<file path="config.mk">
export PLATFORM = sky130hd
export DESIGN_NAME = i2c_slave_byte_fifo_controller
export DESIGN_NICKNAME = d
export VERILOG_FILES = /design/src/rtl/i2csbf_pkg.sv /design/src/rtl/i2c_slave_byte_fifo_controller.sv
export SDC_FILE = /design/constraint.sdc
export NUM_CORES = 1
export LEC_CHECK = 0
export BUFFER_PORTS_ARGS = -buffer_cell sky130_fd_sc_hd__buf_2
export CORE_UTILIZATION = 61
export CTS_CLUSTER_SIZE = 10
export DETAILED_ROUTE_END_ITERATION = 12
export PLACE_DENSITY = 0.77
export RECOVER_POWER = 25
export SKIP_CTS_REPAIR_TIMING = 1
export SLEW_MARGIN = 40
export SYNTH_ARGS = -nofsm -noshare
export SYNTH_HDL_FRONTEND = slang
export SYNTH_SLANG_ARGS = --single-unit
export TNS_END_PERCENT = 5
</file>
<file path="constraint.sdc">
create_clock -name aclk -period 3.2 [get_ports aclk]
set_clock_uncertainty 0.2 [all_clocks]
set_input_delay 0.16 -clock aclk [delete_from_list [all_inputs] [get_ports aclk]]
set_output_delay 0.16 -clock aclk [all_outputs]
set_load 0.01 [all_outputs]
</file>
<file path="src/rtl/i2csbf_pkg.sv">
`timescale 1ns / 1ps

package i2csbf_pkg;

    typedef enum logic [1:0] {
        MODE_IDLE = 2'd0,
        MODE_RX   = 2'd1,
        MODE_TX   = 2'd2
    } mode_t;

    typedef enum logic [1:0] {
        OP_EVENT = 2'd0,
        OP_PUT   = 2'd1,
        OP_GET   = 2'd2,
        OP_NOP   = 2'd3
    } opcode_t;

    localparam int S_TDATA_W = 16;
    localparam int S_TUSER_W = 2;
    localparam int M_TDATA_W = 32;

    // m_tdata bit positions
    localparam int M_ACCEPTED_BIT = 0;
    localparam int M_TX_VALID_BIT = 9;
    localparam int M_ADDR_ACK_BIT = 19;
    localparam int M_STOP_ACK_BIT = 20;
    localparam int M_TX_EMPTY_BIT = 21;

endpackage

</file>
<file path="src/rtl/i2c_slave_byte_fifo_controller.sv">
`timescale 1ns / 1ps
// An input beat passes the input register and then the result register before its result beat.
// Throughput: one item per cycle while m_tready is high; the result register frees a slot in the same cycle
// that m_tready takes the previous result.
// Ring reads come from a registered head word per ring, written through on a same-slot write.
// Reset (aresetn low, synchronous): mode idle, ring pointers zero, transmit interrupt off,
// event_enable off, no items held. Ring contents are not cleared.
module i2c_slave_byte_fifo_controller
    import i2csbf_pkg::*;
#(
    parameter int TX_DEPTH = 16,
    parameter int RX_DEPTH = 16
) (
    input  logic                 aclk,
    input  logic                 aresetn,
    // event_enable register
    input  logic                 cfg_we,
    input  logic                 cfg_wdata,
    input  logic                 s_tvalid,
    output logic                 s_tready,
    // addr_match, master_reads, rx_byte_event, tx_idle_event, stop_event, data_byte[7:0]
    input  logic [S_TDATA_W-1:0] s_tdata,
    // opcode[1:0]
    input  logic [S_TUSER_W-1:0] s_tuser,
    output logic                 m_tvalid,
    input  logic                 m_tready,
    // accepted, rx_byte[7:0], tx_byte_valid, tx_byte[7:0], tx_int_on, addr_ack,
    // stop_ack, tx_empty, rx_available, bus_mode[1:0]
    output logic [M_TDATA_W-1:0] m_tdata
);

    localparam int TX_AW = (TX_DEPTH > 1) ? $clog2(TX_DEPTH) : 1;
    localparam int RX_AW = (RX_DEPTH > 1) ? $clog2(RX_DEPTH) : 1;
    localparam logic [TX_AW-1:0] TX_LAST = TX_AW'(TX_DEPTH - 1);
    localparam logic [RX_AW-1:0] RX_LAST = RX_AW'(RX_DEPTH - 1);

    // input register
    logic           in_valid_reg;
    logic [1:0]     op_reg;
    logic           addr_match_reg;
    logic           master_reads_reg;
    logic           rx_ev_reg;
    logic           tx_ev_reg;
    logic           stop_reg;
    logic [7:0]     byte_reg;

    // block state
    logic           event_enable_reg;
    mode_t          mode_reg,   mode_next;
    logic           irq_reg,    irq_next;
    logic [TX_AW-1:0] tx_wr_reg, tx_wr_next;
    logic [TX_AW-1:0] tx_rd_reg, tx_rd_next;
    logic [RX_AW-1:0] rx_wr_reg, rx_wr_next;
    logic [RX_AW-1:0] rx_rd_reg, rx_rd_next;

    // rings and their registered head words
    logic [7:0]     tx_mem [TX_DEPTH];
    logic [7:0]     rx_mem [RX_DEPTH];
    logic [7:0]     tx_head_reg;
    logic [7:0]     rx_head_reg;
    logic           tx_we;
    logic           rx_we;

    // result register
    logic                 m_valid_reg;
    logic [M_TDATA_W-1:0] m_data_reg;
    logic [M_TDATA_W-1:0] m_data_next;

    logic           s_fire;
    logic           proc_fire;
    logic           ev;
    mode_t          mode_a;
    logic [TX_AW-1:0] tx_wr_inc;
    logic           accepted;
    logic [7:0]     rx_byte;
    logic           tx_valid;
    logic [7:0]     tx_byte;
    logic           addr_ack;
    logic           stop_ack;
    logic           tx_empty;
    logic           rx_avail;

    assign proc_fire = in_valid_reg && (!m_valid_reg || m_tready);
    assign s_tready  = !in_valid_reg || proc_fire;
    assign s_fire    = s_tvalid && s_tready;
    assign m_tvalid  = m_valid_reg;
    assign m_tdata   = m_data_reg;

    assign tx_wr_inc = (tx_wr_reg == TX_LAST) ? '0 : tx_wr_reg + 1'b1;

    always_comb begin
        mode_next  = mode_reg;
        irq_next   = irq_reg;
        tx_wr_next = tx_wr_reg;
        tx_rd_next = tx_rd_reg;
        rx_wr_next = rx_wr_reg;
        rx_rd_next = rx_rd_reg;
        tx_we      = 1'b0;
        rx_we      = 1'b0;
        accepted   = 1'b0;
        rx_byte    = '0;
        tx_valid   = 1'b0;
        tx_byte    = '0;
        addr_ack   = 1'b0;
        stop_ack   = 1'b0;
        ev         = 1'b0;
        mode_a     = mode_reg;

        if (proc_fire) begin
            unique case (opcode_t'(op_reg))
                OP_EVENT: begin
                    ev = event_enable_reg;
                    if (ev) begin
                        // address match first; later flags see the new mode
                        if (addr_match_reg) begin
                            mode_a   = master_reads_reg ? MODE_TX : MODE_RX;
                            addr_ack = 1'b1;
                            if (master_reads_reg) begin
                                irq_next = 1'b1;
                            end
                        end
                        if (rx_ev_reg && mode_a == MODE_RX) begin
                            rx_we      = 1'b1;
                            rx_wr_next = (rx_wr_reg == RX_LAST) ? '0 : rx_wr_reg + 1'b1;
                        end
                        if (tx_ev_reg && mode_a == MODE_TX) begin
                            if (tx_rd_reg != tx_wr_reg) begin
                                tx_valid   = 1'b1;
                                tx_byte    = tx_head_reg;
                                irq_next   = 1'b1;
                                tx_rd_next = (tx_rd_reg == TX_LAST) ? '0 : tx_rd_reg + 1'b1;
                            end else begin
                                irq_next = 1'b0;
                            end
                        end
                        mode_next = mode_a;
                        if (stop_reg) begin
                            stop_ack = 1'b1;
                            if (mode_a == MODE_RX || tx_rd_next == tx_wr_reg) begin
                                mode_next = MODE_IDLE;
                            end
                        end
                    end
                end
                OP_PUT: begin
                    // one slot stays free so full and empty differ
                    if (tx_wr_inc != tx_rd_reg) begin
                        tx_we      = 1'b1;
                        tx_wr_next = tx_wr_inc;
                        accepted   = 1'b1;
                    end
                end
                OP_GET: begin
                    if (rx_rd_reg != rx_wr_reg) begin
                        rx_byte    = rx_head_reg;
                        rx_rd_next = (rx_rd_reg == RX_LAST) ? '0 : rx_rd_reg + 1'b1;
                        accepted   = 1'b1;
                    end
                end
                default: begin
                end
            endcase
        end

        tx_empty    = (tx_rd_next == tx_wr_next) && (mode_next != MODE_TX);
        rx_avail    = (rx_rd_next != rx_wr_next);
        m_data_next = {7'b0, mode_next, rx_avail, tx_empty, stop_ack, addr_ack, irq_next,
                       tx_byte, tx_valid, rx_byte, accepted};
    end

    always_ff @(posedge aclk) begin
        if (!aresetn) begin
            in_valid_reg     <= 1'b0;
            m_valid_reg      <= 1'b0;
            event_enable_reg <= 1'b0;
            mode_reg         <= MODE_IDLE;
            irq_reg          <= 1'b0;
            tx_wr_reg        <= '0;
            tx_rd_reg        <= '0;
            rx_wr_reg        <= '0;
            rx_rd_reg        <= '0;
        end else begin
            if (cfg_we) begin
                event_enable_reg <= cfg_wdata;
            end
            if (s_fire) begin
                in_valid_reg <= 1'b1;
            end else if (proc_fire) begin
                in_valid_reg <= 1'b0;
            end
            if (proc_fire) begin
                m_valid_reg <= 1'b1;
            end else if (m_tready) begin
                m_valid_reg <= 1'b0;
            end
            mode_reg  <= mode_next;
            irq_reg   <= irq_next;
            tx_wr_reg <= tx_wr_next;
            tx_rd_reg <= tx_rd_next;
            rx_wr_reg <= rx_wr_next;
            rx_rd_reg <= rx_rd_next;
        end
    end

    // payload registers
    always_ff @(posedge aclk) begin
        if (s_fire) begin
            op_reg           <= s_tuser[1:0];
            addr_match_reg   <= s_tdata[0];
            master_reads_reg <= s_tdata[1];
            rx_ev_reg        <= s_tdata[2];
            tx_ev_reg        <= s_tdata[3];
            stop_reg         <= s_tdata[4];
            byte_reg         <= s_tdata[12:5];
        end
        if (proc_fire) begin
            m_data_reg <= m_data_next;
        end
    end

    // rings: head word tracks the slot at the next read pointer
    always_ff @(posedge aclk) begin
        if (tx_we) begin
            tx_mem[tx_wr_reg] <= byte_reg;
        end
        if (tx_we && tx_wr_reg == tx_rd_next) begin
            tx_head_reg <= byte_reg;
        end else begin
            tx_head_reg <= tx_mem[tx_rd_next];
        end
    end

    always_ff @(posedge aclk) begin
        if (rx_we) begin
            rx_mem[rx_wr_reg] <= byte_reg;
        end
        if (rx_we && rx_wr_reg == rx_rd_next) begin
            rx_head_reg <= byte_reg;
        end else begin
            rx_head_reg <= rx_mem[rx_rd_next];
        end
    end

endmodule

</file>
# Yosys cells after proc, flatten, opt, wreduce, memory -nomap -nowiden
# Memories as Yosys holds them, arrays and structs flattened. A register that Yosys moved wholly into a read port is not among the register bits.
# Cells that the tools add are included.
word_totals:
  reg_bits: 62
  mem_bits_rw: 256
  inputBits: 24
  wordCells: 117
  memories: 2
memory_table:
  columns: ["memory", "depth", "width", "rd", "rd_clocked_by_memory_dff", "write_ports", "line", "text"]
  rows:
  - ["rx_mem", 16, 8, 1, 1, 1, "i2c_slave_byte_fifo_controller.sv:58", "logic [7:0] rx_mem [RX_DEPTH];"]
  - ["tx_mem", 16, 8, 1, 1, 1, "i2c_slave_byte_fifo_controller.sv:57", "logic [7:0] tx_mem [TX_DEPTH];"]
op_classes:
  addsub: 4
  eq_ne: 15
  n_mux: 58
  reduce_logical: 17
op_table:
  columns: ["cell", "n"]
  rows:
  - ["$mux 4", 22]
  - ["$mux 1", 25]
  - ["$mux 2", 10]
  - ["$add 4x1->4 const B", 4]
  - ["$eq 4x4->1 const B", 4]
  - ["$ne 4x4->1", 4]
  - ["$eq 4x4->1", 2]
  - ["$logic_and 1x1->1", 5]
  - ["$eq 2x1->1 const B", 2]
  - ["$eq 2x2->1 const B", 2]
  - ["$reduce_and 2->1", 2]
  - ["$reduce_and 4->1", 1]
  - ["$reduce_bool 2->1", 2]
  - ["$logic_or 1x1->1", 3]
  - ["$reduce_and 3->1", 1]
  - ["$logic_not 1->1", 2]
  - ["$logic_not 2->1", 1]
  - ["$ne 2x2->1 const B", 1]
  - ["$pmux 1 s2", 1]

# Depth between registers and ports, before layout
# Gate-level depths: netlist (run 1).
logic_depth:
  ltp_word: 20
  ltp_mapped: 10

# Least setup slack after synthesis (run 1)
# Ideal clock, no wire load.
synth_path:
  path_kind: "flip-flop to flip-flop"
  from: "register tx_wr_reg[0]"
  to: "memory tx_mem[3][0], enable pin"
  setup_ps: 383
  arrival_time_ps: 2290
  path_slack_ps: 326
  stages_incl_launch_ff: 10
  path_buffers: 1
  path_cell_list: "dfxtp_1 inv_1 ha_1 xnor2_1 and2_1 nand2_1 o21a_1 buf_2 nand2_1 nor3_1"
synth_between:
  elab_chain_len: 8
  elab_cells_between_ends: 9
  cone_classes: "add/sub (1); eq/ne (2); mux (6)"
synth_rtl:
  columns: ["item", "line", "text"]
  rows:
  - ["start, declared", "i2c_slave_byte_fifo_controller.sv:51", "logic [TX_AW-1:0] tx_wr_reg, tx_wr_next;"]
  - ["start signal, assigned", "i2c_slave_byte_fifo_controller.sv:198", "tx_wr_reg <= tx_wr_next;"]
  - ["$add 4x1->4 or $eq 4x4->1 (tied branches)", "i2c_slave_byte_fifo_controller.sv:89", "assign tx_wr_inc = (tx_wr_reg == TX_LAST) ? '0 : tx_wr_reg + 1'b1;"]
  - ["$mux 4", "i2c_slave_byte_fifo_controller.sv:89", null]
  - ["$ne 4x4->1", "i2c_slave_byte_fifo_controller.sv:147", "if (tx_wr_inc != tx_rd_reg) begin"]
  - ["$mux 1", "i2c_slave_byte_fifo_controller.sv:147", null]
  - ["$mux 1", "i2c_slave_byte_fifo_controller.sv:110", "unique case (opcode_t'(op_reg))"]
  - ["$mux 1", "i2c_slave_byte_fifo_controller.sv:109", "if (proc_fire) begin"]
  - ["$mux 1", "i2c_slave_byte_fifo_controller.sv:223", "if (tx_we) begin"]
  - ["$mux 1 (not written as such)", "i2c_slave_byte_fifo_controller.sv:224", "tx_mem[tx_wr_reg] <= byte_reg;"]
  - ["end, declared", "i2c_slave_byte_fifo_controller.sv:57", null]
# Parallel ways exist; a longest one is shown, timed or not.

# Worst setup path after layout (run 1)
layout_path:
  from: "register tx_wr_reg[3]"
  to: "register m_data_reg[21] (netlist: m_tdata[21]) (data pin)"
layout_between:
  elab_chain_len: 15
  elab_cells_between_ends: 26
  cone_classes: "add/sub (1); eq/ne (6); mux (17); reduce/logical (2)"
layout_rtl:
  columns: ["item", "line", "text"]
  rows:
  - ["$ne 4x4->1", "i2c_slave_byte_fifo_controller.sv:127", "if (tx_rd_reg != tx_wr_reg) begin"]
  - ["$mux 4", "i2c_slave_byte_fifo_controller.sv:127", null]
  - ["$mux 4", "i2c_slave_byte_fifo_controller.sv:126", "if (tx_ev_reg && mode_a == MODE_TX) begin"]
  - ["$mux 4", "i2c_slave_byte_fifo_controller.sv:113", "if (ev) begin"]
  - ["$mux 4", "i2c_slave_byte_fifo_controller.sv:110", null]
  - ["$mux 4", "i2c_slave_byte_fifo_controller.sv:109", null]
  - ["$eq 4x4->1 (*)", "i2c_slave_byte_fifo_controller.sv:139", "if (mode_a == MODE_RX || tx_rd_next == tx_wr_reg) begin"]
  - ["$logic_or 1x1->1 (*)", "i2c_slave_byte_fifo_controller.sv:139", null]
  - ["$mux 2 (*)", "i2c_slave_byte_fifo_controller.sv:139", null]
  - ["$mux 2 (*)", "i2c_slave_byte_fifo_controller.sv:137", "if (stop_reg) begin"]
  - ["$mux 2 (*)", "i2c_slave_byte_fifo_controller.sv:113", null]
  - ["$mux 2 (*)", "i2c_slave_byte_fifo_controller.sv:110", null]
  - ["$mux 2 (*)", "i2c_slave_byte_fifo_controller.sv:109", null]
  - ["net mode_next[1]", "i2c_slave_byte_fifo_controller.sv:49", "mode_t mode_reg, mode_next;"]
  - ["$ne 2x2->1 (*)", "i2c_slave_byte_fifo_controller.sv:165", "tx_empty = (tx_rd_next == tx_wr_next) && (mode_next != MODE_TX);"]
  - ["$logic_and 1x1->1 (*)", "i2c_slave_byte_fifo_controller.sv:165", null]
  - ["net tx_empty", "i2c_slave_byte_fifo_controller.sv:80", "logic tx_empty;"]
  - ["end signal, assigned", "i2c_slave_byte_fifo_controller.sv:217", "m_data_reg <= m_data_next;"]
  - ["end, declared", "i2c_slave_byte_fifo_controller.sv:66", "logic [M_TDATA_W-1:0] m_data_reg;"]
# Mark *: on every way through the listed nets, which the timed path passes. The rest lies on a longest branch. The select of a mux whose other input is x is not followed.
# A chain may end at the register's enable or synchronous reset.

==> results.toml, run 1 <==
[run_status]
outcome = "completed"

[yosys]
syn_area_um2 = 13210
ys.flop_type = "edfxtp_1"
syn_inst = 706
yosys_register_bits = 326
syn_area_per_cell_um2 = 18.70
ys_async_sr_fraction_pct = 0
synth_edf_count = 296
synth_seq_area_share_pct = 71.86
synthDistinctLibCells = 59
yosysWarnings = 0

[hold_path]
hp-class = "in -> reg"

[flow_run]
cap_viol_max_count = 0

[timing]
finalSetupViolations = 0
grt_setup_unrepaired = "false"
setup-tns-final_ns = 0
finalCritPeriodShare_pct = 95.74
fin_crit_ns = 3.064
maxSlewViolCount = 0
layout_setup_ws_ns = 0.1362
worst_pin_slew_ns = 0.9207
whs_ns = 0.1586
fmax_mhz = 326.4
final_hold_viol_count = 0
relSlewSlack_pct = 38.62

[clocking]
clk_pin_slew_worst_paths_ns = 0.05
cts_max_path_buffers = 3
h-tree-depth = 2
cts_made_buffers = 38
clkLatencyLatePin_ns = 0.51
cts_num_sinks = 326
cts_tree = "done"
cts_root_buffer = "clkbuf_16"

[routing]
routed_wl_um = 28550
routed_via_density = 6.321
wire_per_inst_um = 25.54
initialDrtViolationCount = 639
first_pass_iters = 5
post-route-drc-count = 0
ant_nets = 0
vias = 7067

[final_layout]
regArea_um2 = 9493
n_fill_cell = 1196
fin_nets = 866
diodes = 0
final_layout_size_suffix_gt1_share_pct = 25.03
fin_cells = 1118
multi_input_area_um2 = 3493
synthToLayoutAreaGrowth_pct = 15.55

[setup_path]
required_ns = 3.31
crit_chain = "xor2_1 > nor4_4 > nor3_1 > o32ai_2 > o221ai_2 > o31a_1 > a2111oi_2"
setup.worst_path.start_class = "flip-flop"
crit_path_end_kind = "flip-flop"
crit_family = "compound AO/OA/AOI/OAI gates"
crit_path_top_delay_cell = "dfxtp_1"
cp.arrival_ns = 3.18
worstSetupPathType = "reg -> reg"
crit_fanout = 11
path_buf_inv = 0
cp_slowest_stage_delay_ns = 0.63

[global_route]
grt_use_total_pct = 26.40
grt-ovfl-total = 0
grt_pass1_wl_um = 42280
grt_pass1_vias = 7197
grt_antenna_before_repair = 0
grt_max_degree = 33

[place]
pre_cts_ws_ns = 0.2222
portBuffers = 47
gp_congestion = 0.8912
placed_cells = 1040
dp_hpwl_um = 17130

[floorplanning]
top_level_ports = 58
core_um2 = 21150
row_count = 53
start_util_pct = 62.42
die_y_um = 149.1
die_w_um = 149.1
dieArea_um2 = 22240

[power]
ir_drop_v = 0.0003665
leakage_uw = 0.005138
p_per_area_nw_per_um2 = 564.0
totalPowerFinal_uw = 8606
==> layout by cell type (no fill, tap or decap), types with 17 or more instances in the layout <==
cell type	n
a211oi_1	17
and2_1	27
buf_2	45
buf_4	33
clkbuf_1	22
clkbuf_16	39
dfxtp_1	27
dlygate4sd3_1	24
edfxtp_1	296
mux4_2	72
nor2_1	25
nor2b_1	20
==> synthesized netlist by cell type, types with 2 or more instances <==
library cell	count	share of area (%)
a211oi_1	17	0.97
a21boi_0	2	0.11
a21o_1	3	0.17
a21oi_1	3	0.11
a31oi_1	4	0.19
a32o_1	2	0.15
and2_1	27	1.3
and2b_1	8	0.45
and3_1	3	0.14
buf_1	8	0.23
buf_2	7	0.27
buf_4	7	0.40
clkbuf_1	17	0.48
dfxtp_1	30	4.5
edfxtp_1	296	67
ha_1	13	1.2
inv_1	16	0.45
mux2i_1	16	1.2
mux4_2	72	12
nand2_1	16	0.45
nand2b_1	6	0.28
nand3_1	5	0.19
nand4_1	2	0.095
nand4b_1	3	0.20
nor2_1	25	0.71
nor2b_1	20	0.95
nor3_1	8	0.30
nor4b_1	3	0.20
o211ai_1	3	0.17
o21a_1	3	0.17
o21ai_0	7	0.27
o31a_1	2	0.13
o31ai_1	2	0.11
or2_1	2	0.095
or3b_1	2	0.13
xnor2_1	10	0.66
xnor3_1	2	0.34
xor2_1	13	0.86
==> worst register-to-register path, delay by kind of cell (launching register included) <==
| family | cells | cell delay (ns) |
|---|---|---|
| xor gates and xnor gates | 1 | 0.22 |
| AOI/OAI and AO/OA | 4 | 1.14 |
| DFF | 1 | 0.63 |
| and+or+nand+nor | 2 | 0.68 |
==> final timing paths <==
path                            cells after the start    startpoint  slack (ns)      endpoint
worst max-delay path                                7  tx_wr_reg[3]        0.14   m_tdata[21]
worst min-delay path                                2    s_tdata[4]        0.16      stop_reg
worst max register to register                      7  tx_wr_reg[3]        0.14   m_tdata[21]
worst min register to register                      0   byte_reg[5]        0.29  tx_mem[5][5]
==> logic make-up (layout without fill, tap and decap cells) <==
family / Yosys count / count (layout) / share of synthesized area, %
compound gates: 58 / 58 / 3.420
xor+xnor: 25 / 25 / 1.867
fa+ha+maj: 13 / 13 / 1.232
buf+inv: 56 / 187 / 1.914
flops: 326 / 326 / 71.86
mux: 89 / 89 / 13.58
other cells: 1 / 7 / 0.02840
simple gates: 138 / 138 / 6.102
==> layout make-up <==
| class | count | area share, % |
|---|---|---|
| sequential | 326 | 62.21 |
| multi-input combinational | 330 | 22.89 |
| clock buffer | 52 | 6.716 |
| timing repair buffer | 117 | 5.445 |
| tap | 275 | 2.255 |
| inverter | 16 | 0.3936 |
| clock inverter | 2 | 0.08200 |
==> where the power goes <==
part | switching [µW] | internal, µW | leakage [µW]
sequential | 30.0 | 4670 | 0.00293
clock | 1520 | 2200 | 0.000502
combinational | 115 | 68.0 | 0.00171
==> stage by stage <==
stage / instance area, µm² / utilization (%)
2_1_floorplan: 13230 / -
3_3_place_gp: 13890 / 65.67
3_5_place_dp: 14040 / 66.39
4_1_cts: 15080 / 71.29
5_1_grt: 15260 / 72.13
6_report: 15260 / 72.13
==> per-layer routing <==
layer	vias up	track usage (%)	routed length, µm	part of all wire, %
met5	-	0	0	0
met4	0	8.469	737	2.6
met3	70	5.229	2280	8.0
met2	359	42.60	14430	51
met1	3615	36.69	11110	39
li1	3023	-	-	-
Note: power is estimated with default switching activity, not from simulation.
==> run 2, diff against run 1 <==
--- a/config.mk
+++ b/config.mk
@@ -6,10 +6,13 @@
 export NUM_CORES = 1
 export LEC_CHECK = 0
 export BUFFER_PORTS_ARGS = -buffer_cell sky130_fd_sc_hd__buf_2
-export CORE_UTILIZATION = 61
+export CELL_PAD_IN_SITES_DETAIL_PLACEMENT = 2
+export CELL_PAD_IN_SITES_GLOBAL_PLACEMENT = 2
+export CORE_UTILIZATION = 47
+export CTS_CLUSTER_DIAMETER = 100
 export CTS_CLUSTER_SIZE = 10
 export DETAILED_ROUTE_END_ITERATION = 12
-export PLACE_DENSITY = 0.77
+export PLACE_DENSITY = 0.85
 export RECOVER_POWER = 25
 export SKIP_CTS_REPAIR_TIMING = 1
 export SLEW_MARGIN = 40
==> run 2 against run 1 <==
  * The flow now finishes with violations (negative setup slack)
  * Via count is 5.4% higher
  * Clock power up 9.4%
  * Worst hold slack got worse by 0.015 ns
  * Sequential share of layout area down 1.0 points
  * Critical path type unchanged
  * Critical endpoint unchanged
==> results.toml, run 2 (synthesis gave the netlist of run 1 again) <==
[clocking]
clkLatencyLatePin_ns = 0.52
cts_made_buffers = 38
cts_tree = "done"
cts_max_path_buffers = 3
cts_num_sinks = 326
clk_pin_slew_worst_paths_ns = 0.07
cts_root_buffer = "clkbuf_16"
h-tree-depth = 2

[final_layout]
utilization_pct = 56.95
layout.cells.most_common = "edfxtp_1"
n_fill_cell = 2312
final_area_um2 = 15520
final_layout_size_suffix_gt1_share_pct = 26.71
synthToLayoutAreaGrowth_pct = 17.52
fin_nets = 868
multi_input_area_um2 = 3538
final_cell_mix = "edfxtp_1 (296), mux4_2 (72), buf_2 (43)"
regArea_um2 = 9495

[routing]
routedLengthMet1_um = 16980
routed_via_density = 6.113
initialDrtViolationCount = 711
dr.max_layer_used = "met4"
wl_met3_um = 2555
routed_wl_um = 42010
first_pass_iters = 5
wl_met2_um = 21350
wire_per_inst_um = 34.46
ant_nets = 0
post-route-drc-count = 0
vias = 7452

[timing]
worst_pin_slew_ns = 1.049
grt_setup_unrepaired = "true"
setup-tns-final_ns = -0.9369
final_hold_viol_count = 0
finalSetupViolations = 28
fmax_mhz = 297.1
layout_setup_ws_ns = -0.1657
maxSlewViolCount = 0
finalCritPeriodShare_pct = 105.2
relSlewSlack_pct = 30.08
fin_crit_ns = 3.366

[power]
pwr-share-comb_pct = 2.5
ir_drop_v = 0.0002782
pwr-share-seq_pct = 52.3
p_per_area_nw_per_um2 = 579.9
p_int_uw = 7131
p_clk_share_pct = 45.2
netSwitchingFraction_pct = 20.76
power.switching_uw = 1868
leakage_uw = 0.005195

[global_route]
grt_antenna_before_repair = 1
grt_pass1_wl_um = 57550
grt_max_degree = 33
grt_use_total_pct = 28.86
grt-ovfl-total = 0
grt_pass1_vias = 7957

[place]
pre_cts_ws_ns = -0.1146
dp_hpwl_um = 25520
gp_congestion = 0.7725
place_area_um2 = 14170
portBuffers = 47

[floorplanning]
dieArea_um2 = 28770
die_w_um = 169.6
start_util_pct = 48.46
row_count = 60
die_y_um = 169.6
top_level_ports = 58
core_um2 = 27250

[run_status]
violations = "negative setup slack"
outcome = "finished, violations left"

[setup_path]
cp.arrival_ns = 3.46
crit_fanout = 7
crit_path_end_kind = "flip-flop"
setup.worst_path.start_class = "flip-flop"
required_ns = 3.29
worstSetupPathType = "reg -> reg"

[hold_path]
hp-class = "in -> reg"

[flow_run]
cap_viol_max_count = 0
[run 2: changes by cell type in the layout (fill, tap and decap cells not counted), moves of 2 or more]
| cell | before | now |
|---|---|---|
| buf_6 | 3 | 7 |
| buf_2 | 45 | 43 |
| clkbuf_16 | 39 | 41 |
| dfxtp_1 | 27 | 25 |
| dfxtp_2 | 3 | 5 |
| nand2_1 | 16 | 14 |
| nand2_2 | 0 | 2 |
[run 2: per-stage QoR]
stage	cells	power [µW]	hold slack [ns]
2_1_floorplan	712	4859	0.05887
3_3_place_gp	1122	4924	0.1365
3_5_place_dp	1137	4980	0.1404
4_1_cts	1192	9009	-0.3974
5_1_grt	1219	9186	0.1354
6_report	1219	8999	0.1440
[run 2: area by class of cell]
type	count	share of cell area (%)
inverter	16	0.3870
multi-input combinational	330	22.80
clock inverter	1	0.1935
timing repair buffer	119	5.491
clock buffer	54	6.926
antenna	1	0.01613
sequential	326	61.19
tap	372	2.999
[run 2: critical path, stage by stage (launching register included)]
cell and delay [ns]:
edfxtp_1 0.47, inv_1 0.13, ha_1 0.24, nand4_1 0.47, nor4b_2 0.65, nor3_1 0.13
mux2i_1 0.21, nand4b_1 0.18, a2111oi_2 0.46
[run 2: power groups by stage]
stage                     Clock (µW)  Sequential (µW)  Combinational, µW
after floorplan                    0             4800               57.7
after global placement             0             4820                101
after detailed placement           0             4790                191
after CTS                       4110             4700                197
after global routing            4250             4700                232
final                           4070             4700                225
[run 2: worst paths after layout]
check           endpoint  slack, ns       start  cells after the start
max          m_tdata[21]      -0.17   op_reg[0]                      8
min             stop_reg       0.14  s_tdata[4]                      2
max reg2reg  m_tdata[21]      -0.17   op_reg[0]                      8
min reg2reg  m_tdata[18]       0.41     irq_reg                      2
[run 2: per-layer routing]
layer	vias up	track usage (%)
met5	-	0
met4	0	8.226
met1	3981	39.59
li1	3024	-
met3	74	4.478
met2	373	48.04
